$ cat src/hw/rtl/fce_ram.sv
`timescale 1ns / 1ps
// Generic single-write, single-read RAM with registered read data.
// No dependencies.
module fce_ram #(
  parameter int WIDTH = 32,
  parameter int DEPTH = 16
) (
  input  logic                             clk,
  input  logic                             we,
  input  logic [$clog2(DEPTH)-1:0]         waddr,
  input  logic [WIDTH-1:0]                 wdata,
  input  logic [$clog2(DEPTH)-1:0]         raddr,
  output logic [WIDTH-1:0]                 rdata
);

  logic [WIDTH-1:0] mem [0:DEPTH-1];

  always_ff @(posedge clk) begin
    if (we) begin
      mem[waddr] <= wdata;
    end
    rdata <= mem[raddr];
  end

endmodule

$ cat config.mk
export PLATFORM = sky130hd
export DESIGN_NAME = fce_ram
export DESIGN_NICKNAME = d
export VERILOG_FILES = /design/src/hw/rtl/fce_ram.sv
export SDC_FILE = /design/constraint.sdc
export NUM_CORES = 1
export LEC_CHECK = 0
export ABC_AREA = 1
export BUFFER_PORTS_ARGS = -buffer_cell sky130_fd_sc_hd__buf_2
export CAP_MARGIN = 10
export CORE_MARGIN = 2
export CORE_UTILIZATION = 55
export DETAILED_ROUTE_END_ITERATION = 10
export GPL_TIMING_DRIVEN = 0
export PLACE_DENSITY = 0.72
export SETUP_SLACK_MARGIN = 0.4
export SLEW_MARGIN = 20
export SYNTH_ARGS = -nofsm -noshare
export SYNTH_HDL_FRONTEND = slang
export SYNTH_SLANG_ARGS = --single-unit
$ cat constraint.sdc
create_clock -name clk -period 3.25 [get_ports clk]
set_input_delay 0.1625 -clock clk [delete_from_list [all_inputs] [get_ports clk]]
set_output_delay 0.1625 -clock clk [all_outputs]
set_load 0.01 [all_outputs]
=== Yosys cells after proc, flatten, opt, wreduce, memory -nomap -nowiden ===
Memory sizes are Yosys's and may differ from the RTL's. A register that Yosys moved wholly into a read port is not among the register bits.
Cells that the tools add are included.

* Muxes and demuxes: 2

{| class="wikitable"
|+ Operators with widths
! cell !! number
|-
| 2-to-1 mux 1 bit || 2
|}

* Output and inout port bits: 32
* Register bits: 0
* Bits in writable memories: 512
* Bits of input ports: 42
* Memories: 1
* Logic and storage cells: 3

{| class="wikitable"
|+ Memory list
! memory !! words !! bits a word !! rd ports !! clocked after memory_dff !! wr ports !! line !! RTL
|-
| mem || 16 || 32 || 1 || 1 || 1 || 16 || <nowiki>logic [WIDTH-1:0] mem [0:DEPTH-1];</nowiki>
|}

=== Logic depth before layout (Yosys ltp) ===
* Depth in word-level cells: 2
* Depth in mapped cells: 10
* Depth with buffers taken out: 7

=== Worst setup path before layout ===
OpenSTA, ideal clock, no wires.

* Kind: input to register
* Start: input port waddr[2]
* End: memory mem[10][0] (enable)
* Setup time: 0.421 ns
* Required time: 2.829 ns
* Buffers on the path: 0
* Setup slack: 1.095 ns
* Stages on the path: 2
* Arrival time: 1.734 ns
* Cell sequence: nand3b_1 nor2_1

{| class="wikitable"
|+ RTL lines
! element !! line !! RTL
|-
| start, declared || 10 || <nowiki>input logic [$clog2(DEPTH)-1:0] waddr,</nowiki>
|-
| end, declared || 16 ||
|}

Straight into the memory's write port.

=== Worst setup path in the final report ===
* Start: input port waddr[2]
* End: memory mem[11][1] (enable)

Straight into the memory's write port.

==> out/metrics.cfg <==
[outcome]
status = finished, final reports clean

[routing]
vias = 15825
wl_met1_um = 23900
via_per_inst = 5.50
ant_nets = 0
top_layer = met4
avgRoutedWirePerCell_um = 21.2
routed-wl-met3_um = 6370
first_iter_violations = 2224
drc_errors = 0
first_pass_iters = 6
drt-total-wl_um = 61100
wl_met2_um = 28400

[setup_path]
cp-start-kind = input pin
cp_data_arrival_time_ns = 1.66
worstPathRequired_ns = 3.55
worstSetupEndpointType = register
worst-r2r-cell-count = 6
critical_path.max_stage_delay_ns = 0.70
reg2reg_to = rdata[26]$_DFF_P_
r2r_start = mem[3][26]$_DFFE_PP_
crit_type = in -> reg
crit_fanout = 18
rrSetupSlack_ns = 2.15
crit_chain = buf_2 -> nand3b_1 -> nor2_4 -> buf_16
slowest_stage = nor2_4

[synth]
yosysTopAreaCell = edfxtp_1
yosysWarnings = 0
yosys-top-cells-count = nand2_1 (677), edfxtp_1 (512), inv_1 (388)
synth.area.top_cells = edfxtp_1 (68%), nand2_1 (11%), nand3_1 (8.5%)
synth_cells = 2120
synth_cell_type_count = 15
syn-num-nets = 2162
synth.avg_cell_area_sq_um = 10.7
yosysMostFrequentCell = nand2_1
netlist_area_sq_um = 22700
synth_ff_type = edfxtp_1
synth_enable_flop_cells = 512
seq_area_frac_synth_pct = 70.5
async_flop_share_pct = 0
yosys_register_bits = 544
synth_top_area_share_pct = 67.6

[timing]
setup_violations = 0
relSlewSlack_pct = 28.2
worstMarginPinSlew_ns = 1.08
period_share_pct = 41.7
rsz0062_at_grt = no
hold_viol_final = 0
timing.fmax_mhz = 738
finClkSkew_ns = 0.00958
slew_violations = 0
fin_crit_ns = 1.36

[die]
fp.dieH_um = 207
row_count = 74
die-area_sq_um = 43000
dieWidth_um = 207
io_pins = 74
initial_utilization_pct = 55.7
fp.coreArea_sq_um = 40800

[cells_and_area]
final_util_pct = 65.3
fin_nets = 2342
antenna_cells = 0
layout-drive-gt1-share_pct = 11.7
area_growth_pct = 17.3

[power_and_ir_drop]
p_leak_uw = 0.0115
cellPowerDensity_nw_per_um2 = 588
p_total_uw = 15700
vdd_drop_max_uv = 477

[cts]
h-tree-depth = 2
clock_latency_ns = 0.60
cts_made_buffers = 54
tritoncts = yes
cts_resized = 0
cts_sinks = 544
cts.clk_slew.worst_paths_ns = 0.06
cts_buffer_depth = 3
cts_root_buf = clkbuf_16

[min_path]
hold_path_depth = 3
min_path_type = in -> reg
min_from = raddr[3]
holdPathEnd = rdata[0]$_DFF_P_

[global_routing]
grt_overflow = 0
grt_pass1_vias = 15602
groute.usage.overall_pct = 28.6
grt_pass1_wl_um = 92200
grt_max_degree = 20
antenna_found_initial = 0

[place]
numPortBuffers = 71
place.gp.congestion = 0.822
dpl.hpwl_um = 39200

[flow_run]
max_cap_violations = 0

## logic make-up after synthesis
logic type | after synthesis | share of synthesized area [%]
buffers and inverters | 495 | 9.54
and+or+nand+nor | 1081 | 20.0
DFF | 544 | 70.5
## worst max-delay path by stage
stage | depth (start not counted) | startpoint | end | slack (ns)
floorplan | 2 | waddr[2] | mem[10][0]$_DFFE_PP_ | 1.09
global placement | 3 | waddr[2] | mem[8][7]$_DFFE_PP_ | -0.63
detailed placement | 4 | waddr[2] | mem[11][7]$_DFFE_PP_ | 1.29
CTS | 4 | waddr[2] | mem[11][1]$_DFFE_PP_ | 1.93
global route | 4 | waddr[2] | mem[11][29]$_DFFE_PP_ | 1.85
finish | 4 | waddr[2] | mem[11][1]$_DFFE_PP_ | 1.89
## worst max-delay path, delay by kind of cell
family	cells	cell delay, ns
AND/OR/NAND/NOR	2	1.08
buffers and inverters	2	0.38
## repair_timing
action | 4_1_cts | 5_1_grt
hold endpoints to repair | 512 | 0
buffers inserted | 0 | 0
hold buffers | 32 | 0
## area by class of cell
class | count | area [sq um]
Sequential cell | 544 | 16000
Fill cell | 2914 | 14200
Multi-Input combinational cell | 1081 | 4670
Clock buffer | 76 | 1580
Inverter | 390 | 1470
Timing Repair Buffer | 124 | 1220
Buffer | 105 | 702
Tap cell | 532 | 666
Clock inverter | 26 | 362
## cells in the final DEF, fill, tap and decap left out, drive strengths merged
master       count
clkinv          14
clkbuf          90
edfxtp         512
nand2          677
nand3          385
dlygate4sd3     32
dfxtp           32
clkinvlp         3
nand3b           2
bufinv           9
buf            183
nor2            17
inv            390
## registers in the layout (all words and copies together) (netlist names)
| name | flops |
|---|---|
| rdata | 32 |
| mem | 512 |
## routing by layer
layer | vias up | track usage (%)
met4 | 0 | 12.4
met2 | 1002 | 45.3
met5 | - | 0
met3 | 150 | 4.45
li1 | 7212 | -
met1 | 7461 | 39.8
## per-stage QoR
step	instances	cell area [sq um]	TNS [ns]	worst slack, ns	hold slack (ns)
2_1_floorplan	2120	22700	0	1.09	0.261
3_3_place_gp	2723	23800	-221.92	-0.628	0.540
3_5_place_dp	2744	24400	0	1.29	0.546
4_1_cts	2878	26700	0	1.93	0.0215
5_1_grt	2878	26700	0	1.85	0.0671
6_report	2878	26700	0	1.89	0.0641
## where the power goes
| part | switching [uW] | internal [uW] | total [uW] |
|---|---|---|---|
| registers | 41.7 | 7840 | 7880 |
| logic | 758 | 333 | 1090 |
| clock network | 2620 | 4090 | 6720 |
| total | 3420 | 12300 | 15700 |
(Power assumes the default switching activity.)
